$ cat src/sv/status_frame_deframer_top_defines.svh
// Assertion macros shared by the status frame deframer modules.
`ifndef STATUS_FRAME_DEFRAMER_TOP_DEFINES_SVH
`define STATUS_FRAME_DEFRAMER_TOP_DEFINES_SVH

// Same-cycle implication, checked on every rising clock edge outside reset.
`define SFD_ASSERT_IMP(label, ante, cons, msg) \
  label: assert property (@(posedge clk) disable iff (rst) (ante) |-> (cons)) \
    else $error(msg);

// Next-cycle implication, checked on every rising clock edge outside reset.
`define SFD_ASSERT_NXT(label, ante, cons, msg) \
  label: assert property (@(posedge clk) disable iff (rst) (ante) |=> (cons)) \
    else $error(msg);

`endif

$ cat src/sv/sfd_pkg.sv
// Constants and the result type of the status frame deframer.
package sfd_pkg;

  localparam int unsigned POS_W = 5;
  localparam int unsigned STORE_DEPTH = 20;

  localparam logic [7:0] HDR0 = 8'hED;
  localparam logic [7:0] HDR1 = 8'hDE;
  localparam logic [7:0] HDR2 = 8'h1C;
  localparam logic [7:0] HDR4 = 8'h81;

  localparam logic [POS_W-1:0] POS_HDR1 = POS_W'(1);
  localparam logic [POS_W-1:0] POS_HDR2 = POS_W'(2);
  localparam logic [POS_W-1:0] POS_HDR4 = POS_W'(4);
  localparam logic [POS_W-1:0] STORE_BASE = POS_W'(6);
  localparam logic [POS_W-1:0] SUM_BYTES = POS_W'(26);
  localparam logic [POS_W-1:0] FRAME_LEN = POS_W'(28);

  typedef struct packed {
    logic signed [15:0] speed_front_left;
    logic signed [15:0] speed_front_right;
    logic signed [15:0] speed_back_left;
    logic signed [15:0] speed_back_right;
    logic [15:0]        count_front_left;
    logic [15:0]        count_front_right;
    logic [15:0]        count_back_left;
    logic [15:0]        count_back_right;
    logic [15:0]        voltage_tenths;
    logic [15:0]        status_word;
    logic               checksum_ok;
  } sfd_result_t;

endpackage

$ cat src/sv/sfd_byte_if.sv
// Request channel that carries one received serial byte.
interface sfd_byte_if;
  logic       valid;
  logic       ready;
  logic [7:0] rx_byte;

  modport source (output valid, output rx_byte, input ready);
  modport sink (input valid, input rx_byte, output ready);
endinterface

$ cat src/sv/sfd_frame_if.sv
// Request channel that carries one decoded status frame.
interface sfd_frame_if;
  logic               valid;
  logic               ready;
  logic signed [15:0] speed_front_left;
  logic signed [15:0] speed_front_right;
  logic signed [15:0] speed_back_left;
  logic signed [15:0] speed_back_right;
  logic [15:0]        count_front_left;
  logic [15:0]        count_front_right;
  logic [15:0]        count_back_left;
  logic [15:0]        count_back_right;
  logic [15:0]        voltage_tenths;
  logic [15:0]        status_word;
  logic               checksum_ok;

  modport source (
    output valid, input ready,
    output speed_front_left, output speed_front_right,
    output speed_back_left, output speed_back_right,
    output count_front_left, output count_front_right,
    output count_back_left, output count_back_right,
    output voltage_tenths, output status_word, output checksum_ok
  );
  modport sink (
    input valid, output ready,
    input speed_front_left, input speed_front_right,
    input speed_back_left, input speed_back_right,
    input count_front_left, input count_front_right,
    input count_back_left, input count_back_right,
    input voltage_tenths, input status_word, input checksum_ok
  );
endinterface

$ cat src/sv/sfd_frame_parser.sv
// Byte input register, header hunt, running sum and payload shift store.
`include "status_frame_deframer_top_defines.svh"

module sfd_frame_parser (
  input  logic                clk,
  input  logic                rst,
  input  logic                in_valid,
  input  logic [7:0]          in_byte,
  output logic                in_ready,
  input  logic                hold,
  output logic                res_valid,
  output sfd_pkg::sfd_result_t res
);

  logic                     stage_valid;
  logic [7:0]               stage_byte;
  logic                     advance;

  logic [sfd_pkg::POS_W-1:0] position;
  logic [sfd_pkg::POS_W-1:0] position_next;
  logic [sfd_pkg::POS_W-1:0] pos_eff;
  logic [15:0]              running_sum;
  logic [15:0]              running_sum_next;
  logic [7:0]               checksum_low_byte;
  logic [7:0]               store [sfd_pkg::STORE_DEPTH];

  logic                     mismatch;
  logic                     store_shift;
  logic                     chk_load;
  logic                     frame_done;
  logic [sfd_pkg::POS_W-1:0] hunt_pos;
  logic [15:0]              hunt_sum;

  assign advance  = stage_valid && !hold;
  assign in_ready = !stage_valid || advance;

  always_ff @(posedge clk) begin
    if (rst) begin
      stage_valid <= 1'b0;
    end else if (in_ready) begin
      stage_valid <= in_valid;
    end
  end

  always_ff @(posedge clk) begin
    if (in_ready && in_valid) begin
      stage_byte <= in_byte;
    end
  end

  always_comb begin
    pos_eff = (position >= sfd_pkg::FRAME_LEN) ? '0 : position;
    hunt_pos = (stage_byte == sfd_pkg::HDR0) ? sfd_pkg::POS_W'(1) : '0;
    hunt_sum = (stage_byte == sfd_pkg::HDR0) ? {8'h00, sfd_pkg::HDR0} : 16'h0000;
    mismatch = (pos_eff == '0) ||
               ((pos_eff == sfd_pkg::POS_HDR1) && (stage_byte != sfd_pkg::HDR1)) ||
               ((pos_eff == sfd_pkg::POS_HDR2) && (stage_byte != sfd_pkg::HDR2)) ||
               ((pos_eff == sfd_pkg::POS_HDR4) && (stage_byte != sfd_pkg::HDR4));

    position_next    = position;
    running_sum_next = running_sum;
    store_shift      = 1'b0;
    chk_load         = 1'b0;
    frame_done       = 1'b0;

    priority if (mismatch) begin
      position_next    = hunt_pos;
      running_sum_next = hunt_sum;
    end else if (pos_eff < sfd_pkg::SUM_BYTES) begin
      running_sum_next = running_sum + {8'h00, stage_byte};
      store_shift      = (pos_eff >= sfd_pkg::STORE_BASE);
      position_next    = pos_eff + sfd_pkg::POS_W'(1);
    end else if (pos_eff == sfd_pkg::SUM_BYTES) begin
      chk_load      = 1'b1;
      position_next = pos_eff + sfd_pkg::POS_W'(1);
    end else begin
      frame_done       = 1'b1;
      position_next    = '0;
      running_sum_next = 16'h0000;
    end
  end

  always_ff @(posedge clk) begin
    if (rst) begin
      position    <= '0;
      running_sum <= 16'h0000;
    end else if (advance) begin
      position    <= position_next;
      running_sum <= running_sum_next;
    end
  end

  // The newest byte enters at the top, so after a frame entry 0 holds byte 6.
  always_ff @(posedge clk) begin
    if (advance && store_shift) begin
      for (int i = 0; i < sfd_pkg::STORE_DEPTH - 1; i++) begin
        store[i] <= store[i+1];
      end
      store[sfd_pkg::STORE_DEPTH-1] <= stage_byte;
    end
    if (advance && chk_load) begin
      checksum_low_byte <= stage_byte;
    end
  end

  assign res_valid = advance && frame_done;

  always_comb begin
    res.speed_front_left  = {store[1], store[0]};
    res.speed_front_right = {store[3], store[2]};
    res.speed_back_left   = {store[5], store[4]};
    res.speed_back_right  = {store[7], store[6]};
    res.count_front_left  = {store[9], store[8]};
    res.count_front_right = {store[11], store[10]};
    res.count_back_left   = {store[13], store[12]};
    res.count_back_right  = {store[15], store[14]};
    res.voltage_tenths    = {store[17], store[16]};
    res.status_word       = {store[19], store[18]};
    res.checksum_ok       = ({stage_byte, checksum_low_byte} == running_sum);
  end

  `SFD_ASSERT_IMP(a_pos_range, 1'b1, position < sfd_pkg::FRAME_LEN,
    "Byte position left the frame range.")
  `SFD_ASSERT_NXT(a_restart_after_frame, res_valid,
    (position == '0) && (running_sum == 16'h0000),
    "Hunt did not restart after a complete frame.")

endmodule

$ cat src/sv/status_frame_deframer_top.sv
// Status frame deframer: serial bytes in, decoded 28-byte status frames out.
//
// The rx channel takes one received byte per request. The frame channel gives
// one request per complete frame whose header 0xED 0xDE 0x1C, any byte, 0x81
// was found, carrying the wheel speeds and counts, the voltage, the status
// word and a flag that is set when the 16-bit sum of bytes 0 to 25 matches the
// checksum word in bytes 26 and 27. Frames with a bad checksum are still sent.
// Throughput is one byte per cycle while the skid register is empty. The last
// byte of a frame passes through the byte input register before the frame is
// loaded into the frame output register, or into the skid register on a stall.
// Reset clears the hunt, the running sum and all valid flags; the block then
// hunts for a header again. When the receiver stalls, the waiting frame is
// held in the output register and a second frame can finish into a skid
// register; only with both full does rx stop taking bytes.
`include "status_frame_deframer_top_defines.svh"

module status_frame_deframer_top (
  input logic         clk,
  input logic         rst,
  sfd_byte_if.sink    rx,
  sfd_frame_if.source frame
);

  logic                 res_valid;
  sfd_pkg::sfd_result_t res;
  logic                 out_valid;
  sfd_pkg::sfd_result_t out_res;
  logic                 skid_valid;
  sfd_pkg::sfd_result_t skid_res;
  logic                 out_free;

  sfd_frame_parser u_parser (
    .clk       (clk),
    .rst       (rst),
    .in_valid  (rx.valid),
    .in_byte   (rx.rx_byte),
    .in_ready  (rx.ready),
    .hold      (skid_valid),
    .res_valid (res_valid),
    .res       (res)
  );

  assign out_free = !out_valid || frame.ready;

  always_ff @(posedge clk) begin
    if (rst) begin
      out_valid  <= 1'b0;
      skid_valid <= 1'b0;
    end else if (out_free) begin
      if (skid_valid) begin
        out_valid  <= 1'b1;
        skid_valid <= 1'b0;
      end else begin
        out_valid <= res_valid;
      end
    end else if (res_valid) begin
      skid_valid <= 1'b1;
    end
  end

  always_ff @(posedge clk) begin
    if (out_free) begin
      out_res <= skid_valid ? skid_res : res;
    end else if (res_valid) begin
      skid_res <= res;
    end
  end

  assign frame.valid             = out_valid;
  assign frame.speed_front_left  = out_res.speed_front_left;
  assign frame.speed_front_right = out_res.speed_front_right;
  assign frame.speed_back_left   = out_res.speed_back_left;
  assign frame.speed_back_right  = out_res.speed_back_right;
  assign frame.count_front_left  = out_res.count_front_left;
  assign frame.count_front_right = out_res.count_front_right;
  assign frame.count_back_left   = out_res.count_back_left;
  assign frame.count_back_right  = out_res.count_back_right;
  assign frame.voltage_tenths    = out_res.voltage_tenths;
  assign frame.status_word       = out_res.status_word;
  assign frame.checksum_ok       = out_res.checksum_ok;

  `SFD_ASSERT_IMP(a_skid_needs_out, skid_valid, out_valid,
    "Skid register holds a frame while the output register is empty.")
  `SFD_ASSERT_NXT(a_skid_fill, res_valid && out_valid && !frame.ready, skid_valid,
    "Frame finished during a stall was not kept in the skid register.")
  `SFD_ASSERT_NXT(a_skid_drain, skid_valid && frame.ready, out_valid && !skid_valid,
    "Skid register did not move to the output register.")

endmodule
$ cat src/flat_wrapper.sv
// flat-port wrapper written by rule: the top's interface ports become plain ports
module status_frame_deframer_top_flat 
  (clk, rst, rx_valid, rx_rx_byte, rx_ready, frame_valid, frame_ready, frame_speed_front_left, frame_speed_front_right, frame_speed_back_left, frame_speed_back_right, frame_count_front_left, frame_count_front_right, frame_count_back_left, frame_count_back_right, frame_voltage_tenths, frame_status_word, frame_checksum_ok);
  sfd_byte_if rx_i ();
  sfd_frame_if frame_i ();
  input logic clk;
  input logic rst;
  input wire logic [$bits(rx_i.valid)-1:0] rx_valid;
  input wire logic [$bits(rx_i.rx_byte)-1:0] rx_rx_byte;
  output wire logic [$bits(rx_i.ready)-1:0] rx_ready;
  output wire logic [$bits(frame_i.valid)-1:0] frame_valid;
  input wire logic [$bits(frame_i.ready)-1:0] frame_ready;
  output wire logic [$bits(frame_i.speed_front_left)-1:0] frame_speed_front_left;
  output wire logic [$bits(frame_i.speed_front_right)-1:0] frame_speed_front_right;
  output wire logic [$bits(frame_i.speed_back_left)-1:0] frame_speed_back_left;
  output wire logic [$bits(frame_i.speed_back_right)-1:0] frame_speed_back_right;
  output wire logic [$bits(frame_i.count_front_left)-1:0] frame_count_front_left;
  output wire logic [$bits(frame_i.count_front_right)-1:0] frame_count_front_right;
  output wire logic [$bits(frame_i.count_back_left)-1:0] frame_count_back_left;
  output wire logic [$bits(frame_i.count_back_right)-1:0] frame_count_back_right;
  output wire logic [$bits(frame_i.voltage_tenths)-1:0] frame_voltage_tenths;
  output wire logic [$bits(frame_i.status_word)-1:0] frame_status_word;
  output wire logic [$bits(frame_i.checksum_ok)-1:0] frame_checksum_ok;
  assign rx_i.valid = rx_valid;
  assign rx_i.rx_byte = rx_rx_byte;
  assign rx_ready = rx_i.ready;
  assign frame_valid = frame_i.valid;
  assign frame_i.ready = frame_ready;
  assign frame_speed_front_left = frame_i.speed_front_left;
  assign frame_speed_front_right = frame_i.speed_front_right;
  assign frame_speed_back_left = frame_i.speed_back_left;
  assign frame_speed_back_right = frame_i.speed_back_right;
  assign frame_count_front_left = frame_i.count_front_left;
  assign frame_count_front_right = frame_i.count_front_right;
  assign frame_count_back_left = frame_i.count_back_left;
  assign frame_count_back_right = frame_i.count_back_right;
  assign frame_voltage_tenths = frame_i.voltage_tenths;
  assign frame_status_word = frame_i.status_word;
  assign frame_checksum_ok = frame_i.checksum_ok;
  status_frame_deframer_top u_core (.clk(clk), .rst(rst), .rx(rx_i), .frame(frame_i));
endmodule
$ cat config.mk
export PLATFORM = sky130hd
export DESIGN_NAME = status_frame_deframer_top_flat
export DESIGN_NICKNAME = d
export VERILOG_FILES = /design/src/sv/sfd_pkg.sv /design/src/sv/sfd_byte_if.sv /design/src/sv/sfd_frame_if.sv /design/src/sv/sfd_frame_parser.sv /design/src/sv/status_frame_deframer_top.sv /design/src/flat_wrapper.sv
export VERILOG_INCLUDE_DIRS = /design/src /design/src/sv
export SDC_FILE = /design/constraint.sdc
export NUM_CORES = 1
export LEC_CHECK = 0
export BUFFER_PORTS_ARGS = -buffer_cell sky130_fd_sc_hd__buf_2
export CAP_MARGIN = 20
export CORE_MARGIN = 4
export CORE_UTILIZATION = 50
export CTS_BUF_LIST = sky130_fd_sc_hd__clkbuf_8
export CTS_CLUSTER_SIZE = 25
export DETAILED_ROUTE_END_ITERATION = 7
export PLACE_DENSITY = 0.7
export SYNTH_ARGS = -nofsm -noshare
export SYNTH_HDL_FRONTEND = slang
export SYNTH_HIERARCHICAL = 1
export SYNTH_SLANG_ARGS = --single-unit
$ cat constraint.sdc
create_clock -name clk -period 16.84 [get_ports clk]
set_input_delay 3.368 -clock clk [delete_from_list [all_inputs] [get_ports clk]]
set_output_delay 3.368 -clock clk [all_outputs]
set_load 0.1 [all_outputs]
======== Word-level counts from Yosys, hierarchy flattened ========
Memories as Yosys holds them, arrays and structs flattened.
Index checks and enable logic that the tools add are counted.
word-level totals
  memory bits (writable) .................. 160
  memories kept ........................... 1
  output and inout bits ................... 163
  register bits ........................... 362
memories
  name                   depth  bits a word  read ports  clocked after memory_dff  write ports  RTL line                source
  u_core.u_parser.store  20     8            20          0                         20           sfd_frame_parser.sv:25  logic [7:0] store [sfd_pkg::STORE_DEPTH];
operators by class
  multiplexer cells ....................... 21
  reductions and logical operators ........ 20
  equal/unequal tests ..................... 10
  add/subtract/negate cells ............... 2
  order comparisons ....................... 3
  bitwise operators ....................... 1
operator list
  operator             count
  $mux 161             1
  $mux 16              3
  $mux 5               4
  $add 16x8->16        1
  $eq 16x16->1         1
  $ne 8x8->1 const B   2
  $mux 1               12
  $eq 8x8->1 const B   1
  $logic_and 1x1->1    8
  $mux 8               1
  $ne 8x5->1 const B   1
  $add 5x1->5 const B  1
  $eq 5x1->1 const B   1
  $eq 5x2->1 const B   1
  $eq 5x3->1 const B   1
  $eq 5x5->1 const B   1
  $ge 5x3->1 const B   1
  $ge 5x5->1 const B   1
  $logic_not 5->1      1
  $logic_or 1x1->1     5
  $lt 5x5->1 const B   1
  $reduce_and 2->1     2
  $logic_not 1->1      3
  $ne 3x3->1 const B   1
  other kinds (2)      2

======== Depth between registers and ports, before layout ========
Gate-level depths: netlist of the first run.
  depth in word-level cells ............... 11
  gate-level depth with buffers ........... 13

======== By module ========
The synthesis of the first run kept the hierarchy.
by module, submodules not included
  module                     instances  area each (sq um)  seq. area each (sq um)  cells an instance
  status_frame_deframer_top  1          11999.0            9709.3                  509
  sfd_frame_parser           1          7030.5             5725.5                  403

======== Worst setup path before layout of the first run ========
No wires, ideal clock.
  path type ............................... input port to flip-flop
  start ................................... input port frame_ready
  end ..................................... register u_core/skid_res[0] in the netlist's numbering, enable pin
  stages on the path ...................... 2
  data arrival time ....................... 16.135 ns
  library setup time ...................... 1.668 ns
  setup slack ............................. -0.963 ns
  cell sequence ........................... nand2b_1 -> nor2_1
on the way
  longest elaborated chain between the ends .. 3
RTL lines
  what                               RTL line                         source
  start, declared                    flat_wrapper.sv:12               input wire logic [$bits(frame_i.ready)-1:0] frame_ready;
  $logic_or 1x1->1                   status_frame_deframer_top.sv:43  assign out_free = !out_valid || frame.ready;
  $not 1->1 (no source line)         n/a
  $reduce_and 2->1 (no source line)  n/a
  end signal, assigned               status_frame_deframer_top.sv:65  skid_res <= res;
  end, declared                      status_frame_deframer_top.sv:29  sfd_pkg::sfd_result_t skid_res;
No other way between the ends.
A chain may end at the register's enable or synchronous reset.

======== Worst setup path in the final report of the first run ========
  start ................................... register u_core.skid_valid
  end ..................................... output port rx_ready
on the way
  longest elaborated chain between the ends .. 3
RTL lines
  what                    RTL line                         source
  start, declared         status_frame_deframer_top.sv:28  logic skid_valid;
  start signal, assigned  status_frame_deframer_top.sv:48  skid_valid <= 1'b0;
  start signal, assigned  status_frame_deframer_top.sv:52  skid_valid <= 1'b0;
  start signal, assigned  status_frame_deframer_top.sv:57  skid_valid <= 1'b1;
  $logic_not 1->1         sfd_frame_parser.sv:34           assign advance = stage_valid && !hold;
  $logic_and 1x1->1       sfd_frame_parser.sv:34
  $logic_or 1x1->1        sfd_frame_parser.sv:35           assign in_ready = !stage_valid || advance;
  end, declared           flat_wrapper.sv:10               output wire logic [$bits(rx_i.ready)-1:0] rx_ready;
No other way between the ends.

==> results of run 1 <==
## power breakdown
group | total (mW) | internal, mW | switching, mW
combinational | 0.0232 | 0.00933 | 0.0139
sequential | 1.41 | 1.40 | 0.00449
clock | 0.972 | 0.499 | 0.473
total | 2.40 | 1.91 | 0.491
## logic make-up after synthesis
group / Yosys count / synth area share
DFF: 522 / 0.811
xor gates and xnor gates: 27 / 0.0124
muxes: 161 / 0.111
buffers and inverters: 31 / 0.0110
and+or+nand+nor: 108 / 0.0280
AOI/OAI and AO/OA: 50 / 0.0176
adders and majority gates: 13 / 0.00894
## layer usage
layer | global-route usage | routed length (um)
met3 | 0.0387 | 1940
met2 | 0.242 | 15400
met5 | 0 | 0
met1 | 0.228 | 15100
met4 | 0.0537 | 517
## registers in the layout, summed over array words and instances (netlist names), 5 cells and up
register,cells
u_core/u_parser/stage_byte,8
u_core/frame.count_front_right,16
u_core/u_parser/checksum_low_byte,8
u_core/frame.speed_front_right,16
u_core/frame.speed_front_left,16
u_core/frame.count_back_right,16
u_core/skid_res,161
u_core/frame.count_back_left,16
u_core/u_parser/position,5
u_core/frame.speed_back_left,16
u_core/frame.status_word,16
u_core/frame.count_front_left,16
u_core/frame.speed_back_right,16
u_core/u_parser/running_sum,16
u_core/frame.voltage_tenths,16
u_core/u_parser/store,160
## through the flow
step	std cells	cell area [um2]	utilization
after global routing	1726	21900	0.584
final	1726	21900	0.584
after detailed placement	1579	20400	0.544
after CTS	1726	21900	0.584
after global placement	1579	20400	0.544
after floorplan	912	19000	-
## worst min-delay path by stage
stage / cells after the start / to / start / slack [ns]
6_report: 0 / u_core/skid_res[151] / u_core/u_parser/store[0][6] / 0.45
5_1_grt: 0 / u_core/skid_res[145] / u_core/u_parser/store[0][0] / 0.47
4_1_cts: 0 / u_core/skid_res[145] / u_core/u_parser/store[0][0] / 0.46
3_3_place_gp: 0 / u_core/skid_res[151] / u_core/u_parser/store[0][6] / 0.44
3_5_place_dp: 0 / u_core/skid_res[145] / u_core/u_parser/store[0][0] / 0.45
2_1_floorplan: 0 / u_core/skid_res[145] / u_core/u_parser/store[0][0] / 0.43
## cell type report
class                   instances  area (um2)  share of cell area
multi-input cells             359        3400               0.155
clock inverters                63         347              0.0158
flip-flops and latches        522       15400               0.704
well taps                     511         639              0.0291
inverters                       4        15.0            0.000684
clock buffers                  84        1160              0.0527
repair buffers                183         938              0.0428
## cells in the final DEF (no fill, tap or decap), drive strengths merged, types with 2 or more instances in the layout
cell,count
buf,183
nand3,9
nand4,10
dfxtp,24
and3,3
nor2,34
xor2,3
a31oi,4
and2,2
clkbuf,84
nor4b,2
a211oi,6
nand2b,3
nor2b,2
clkinv,22
o21ai,9
ha,12
nor3b,2
bufinv,2
mux2,161
or3,2
a32oi,3
nor3,4
a21o,3
inv,41
nand2,28
a21oi,15
nand4b,2
o211ai,2
clkinvlp,2
xnor2,24
edfxtp,498
==> results.py, run 1 <==
metrics = {
    "cts": {
        "clk_pin_slew_ns": 0.06,
        "cts_resized": 0,
        "clock_latency_ns": 0.62,
        "clk_path_buf_depth": 3,
        "hold_buffers": 0,
        "cts_sinks": 522,
        "numCtsBuffers": 82,
        "htreeDepth": 3,
        "cts_root_buf": "clkbuf_8",
        "cts_tree": "built",
        "post_cts_buffers": 0,
    },
    "grt": {
        "grt_overflow": 0,
        "grt_use_total": 0.159,
        "grt_max_degree": 81,
        "grt_pass1_wl_um": 50800,
        "grt_pass1_vias": 8938,
        "antenna_found_initial": 0,
    },
    "setup_path": {
        "crit_type": "reg -> out",
        "worstSetupPathDepth": 2,
        "crit_fanout": 58,
        "r2r_setup_slack_ns": 12.54,
        "ff2ff_path_depth": 13,
        "cp-end-kind": "output pin",
        "r2r_end": "u_core/skid_res[154]",
        "slowest_stage": "dfxtp_4",
        "crit_arrival_ns": 1.99,
        "cp-startpoint": "u_core/skid_valid",
        "startpoint_type": "register",
        "r2r-start": "u_core/u_parser/position[2]",
        "cp.required_ns": 13.47,
        "slowest_delay_ns": 0.90,
        "endpoint": "rx_ready",
        "path_buf_inv": 1,
        "cp_cell_sequence": "nand2_1 -> buf_2",
        "crit_family": "flip-flops",
    },
    "cells_and_area": {
        "antenna_cells": 0,
        "fillers": 2809,
        "drive_gt1_frac": 0.374,
        "area_delta_synth_final_pct": 15.3,
        "nets": 1177,
    },
    "worst_hold_path": {
        "hold_path_class": "reg -> reg",
    },
    "power": {
        "p_leak_nw": 7.81,
        "total_power_mw": 2.40,
        "vdd_drop_max_v": 0.0000697,
        "p_per_area_nw_per_um2": 110,
    },
    "timing": {
        "drv_slew": 0,
        "fmax_mhz": 187,
        "final.setup_skew_ns": 0.0212,
        "slew_headroom": 0.294,
        "setup_slack_ns": 11.48,
        "period_needed_ns": 5.36,
        "hold_viol": 0,
        "worst_pin_slew_ns": 1.06,
        "hold_ws_ns": 0.452,
        "setup_viol": 0,
        "setup-tns-final_ns": 0,
        "rsz0062_at_grt": "false",
        "post-route-period-util": 0.318,
    },
    "placed_design": {
        "preCtsSetupSlack_ns": 10.85,
        "numPortBuffers": 174,
        "dp_hpwl_um": 19800,
        "gp_congestion": 0.845,
    },
    "floorplanning": {
        "coreArea_um2": 37600,
        "die_w_um": 203,
        "die_height_um": 203,
        "initial_core_util": 0.506,
        "ios": 175,
        "core.rowCount": 71,
        "fp.dieArea_um2": 41200,
    },
    "synthesis": {
        "synthFlopType": "edfxtp_1",
        "synth_nets": 937,
        "synthMostInstantiatedCell": "edfxtp_1",
        "synth_seq_area_share": 0.811,
        "synthTopCellsByCount": "edfxtp_1, mux2_2, mux2_4",
        "ys_warn_count": 6,
        "synth_cell_type_count": 50,
        "syn_area_per_cell_um2": 20.9,
        "synthCells": 912,
        "synth_edf_count": 498,
        "ys_async_sr_fraction": 0,
        "netlist_area_um2": 19000,
        "synth.ff_latch_count": 522,
        "synth.area.top_cells": "edfxtp_1, mux2_4, mux2_2, dfxtp_1, xnor2_1",
        "yosysTopAreaCellShare": 0.786,
        "synth_top_area_cell": "edfxtp_1",
    },
    "routing": {
        "drc_errors": 0,
        "ant_nets": 0,
        "wire_per_inst_um": 19.1,
        "drtIter0Drc": 595,
        "drt-total-wl_um": 33000,
        "vias": 8764,
        "first_pass_iters": 5,
        "vias_per_cell": 5.08,
    },
    "status": {
        "status": "complete, no violations",
    },
    "flow_run": {
        "maxCapViolCount": 0,
    },
}
Power figures use the tool's default switching activity.
==> inputs of run 2 (changes only) <==
==> constraint.sdc (replaced) <==
create_clock -name clk -period 4.68 [get_ports clk]
set_input_delay 0.936 -clock clk [delete_from_list [all_inputs] [get_ports clk]]
set_output_delay 0.936 -clock clk [all_outputs]
set_load 0.1 [all_outputs]
==> results.py, run 2 (synthesis results as in run 1) <==
metrics = {
    "setup_path": {
        "cp-end-kind": "register",
        "r2r_setup_slack_ns": 1.12,
        "crit_fanout": 161,
        "startpoint_type": "register",
        "r2r_end": "u_core/skid_res[138]",
        "crit_arrival_ns": 3.77,
        "ff2ff_path_depth": 12,
        "r2r-start": "u_core/u_parser/position[4]",
        "cp.required_ns": 4.90,
        "crit_type": "reg -> reg",
    },
    "floorplanning": {
        "ios": 175,
        "coreArea_um2": 37600,
        "initial_core_util": 0.506,
        "fp.dieArea_um2": 41200,
        "core.rowCount": 71,
        "die_height_um": 203,
        "die_w_um": 203,
    },
    "grt": {
        "grt_pass1_vias": 8944,
        "grt_overflow": 0,
        "antenna_found_initial": 0,
        "grt_pass1_wl_um": 51100,
        "grt_max_degree": 162,
        "grt_use_total": 0.159,
    },
    "timing": {
        "hold_viol": 0,
        "post-route-period-util": 0.760,
        "period_needed_ns": 3.56,
        "slew_headroom": 0.292,
        "fmax_mhz": 281,
        "hold_ws_ns": 0.449,
        "rsz0062_at_grt": "false",
        "final.setup_skew_ns": 0.0174,
        "drv_slew": 0,
        "setup_viol": 0,
        "worst_pin_slew_ns": 1.06,
        "setup_slack_ns": 1.12,
    },
    "cts": {
        "cts_resized": 0,
        "cts_tree": "built",
        "cts_root_buf": "clkbuf_8",
        "cts_sinks": 522,
        "htreeDepth": 3,
        "clk_pin_slew_ns": 0.06,
        "clk_path_buf_depth": 3,
        "hold_buffers": 0,
        "post_cts_buffers": 0,
        "numCtsBuffers": 82,
        "clock_latency_ns": 0.60,
    },
    "worst_hold_path": {
        "hold_path_class": "reg -> reg",
        "hp-start": "u_core/u_parser/store[0][5]",
        "min_to": "u_core/skid_res[150]",
        "whs_path_depth": 0,
    },
    "placed_design": {
        "dp_hpwl_um": 20300,
        "numPortBuffers": 174,
        "gp_congestion": 0.865,
        "preCtsSetupSlack_ns": 1.23,
    },
    "power": {
        "vdd_drop_max_v": 0.000193,
        "p_per_area_nw_per_um2": 395,
        "pwr-share-seq": 0.581,
        "p_int_mw": 6.99,
        "sw_frac_of_total": 0.198,
        "p_leak_nw": 7.81,
        "p_comb_frac": 0.010,
        "switching_power_mw": 1.73,
        "p_clk_frac": 0.409,
    },
    "cells_and_area": {
        "area_delta_synth_final_pct": 15.8,
        "antenna_cells": 0,
        "top_register": "u_core/skid_res",
        "reg.largest.list": "u_core/skid_res: 161 flops, u_core/u_parser/store: 160 flops",
        "final_cell_mix": "edfxtp_1, buf_2, clkbuf_8",
        "nets": 1178,
        "largest_reg_flops": 161,
        "mostFrequentLayoutCell": "edfxtp_1",
        "fillers": 2795,
        "drive_gt1_frac": 0.380,
    },
    "routing": {
        "drt-total-wl_um": 33100,
        "drtIter0Drc": 759,
        "vias_per_cell": 5.10,
        "vias": 8822,
        "ant_nets": 0,
        "drc_errors": 0,
        "wire_per_inst_um": 19.1,
        "first_pass_iters": 6,
    },
    "flow_run": {
        "maxCapViolCount": 0,
    },
    "status": {
        "status": "complete, no violations",
    },
}
[run 2: power groups by stage]
| stage | Sequential (mW) | Clock [mW] | Combinational [mW] |
|---|---|---|---|
| after CTS | 5.06 | 3.69 | 0.0858 |
| final | 5.06 | 3.56 | 0.0861 |
| after global routing | 5.06 | 3.94 | 0.0953 |
| after floorplan | 5.16 | 0 | 0.0634 |
| after detailed placement | 5.16 | 0 | 0.0853 |
| after global placement | 5.16 | 0 | 0.0854 |
[run 2: how the worst max path moves through the flow]
stage / startpoint / endpoint / slack [ns] / cells past startpoint
3_5_place_dp: u_core/u_parser/position[2] / u_core/skid_res[87] / 1.23 / 12
5_1_grt: u_core/u_parser/position[4] / u_core/skid_res[140] / 0.83 / 12
4_1_cts: u_core/u_parser/position[4] / u_core/skid_res[81] / 1.20 / 12
6_report: u_core/u_parser/position[4] / u_core/skid_res[138] / 1.12 / 12
3_3_place_gp: u_core/u_parser/position[2] / u_core/skid_res[111] / 1.29 / 12
2_1_floorplan: frame_ready / u_core/skid_res[0] / -4.99 / 2
[run 2: cell type report]
cell class | count | area [um2] | share of cell area
clock buffers | 88 | 1210 | 0.0550
flip-flops and latches | 522 | 15400 | 0.701
multi-input cells | 359 | 3400 | 0.154
inverters | 4 | 15.0 | 0.000681
repair buffers | 184 | 996 | 0.0452
clock inverters | 61 | 335 | 0.0152
well taps | 511 | 639 | 0.0290
[run 2: critical path: stages, from the launching register on]
cell	delay [ns]
dfxtp_1	0.46
nand3_1	0.21
nand2_1	0.17
inv_1	0.07
ha_1	0.27
o31a_1	0.13
o21ai_0	0.24
a32o_2	0.33
nand2_1	0.12
nor2_1	0.18
inv_1	0.09
nor2_4	0.10
buf_12	0.65
[run 2: routing by layer]
metal	track usage	routed length [um]	vias up
met3	0.0366	1920	55
met4	0.0624	692	0
met5	0	0	-
met2	0.243	15500	264
met1	0.226	15000	4413
li1	-	-	4090
[run 2: through the flow]
stage | std cells | util | area, um2 | power [mW] | setup TNS [ns]
floorplan | 912 | - | 19000 | 5.22 | -802.65
global placement | 1580 | 0.545 | 20500 | 5.25 | 0
detailed placement | 1580 | 0.545 | 20500 | 5.25 | 0
CTS | 1729 | 0.587 | 22000 | 8.84 | 0
global route | 1729 | 0.587 | 22000 | 9.09 | 0
finish | 1729 | 0.587 | 22000 | 8.71 | 0
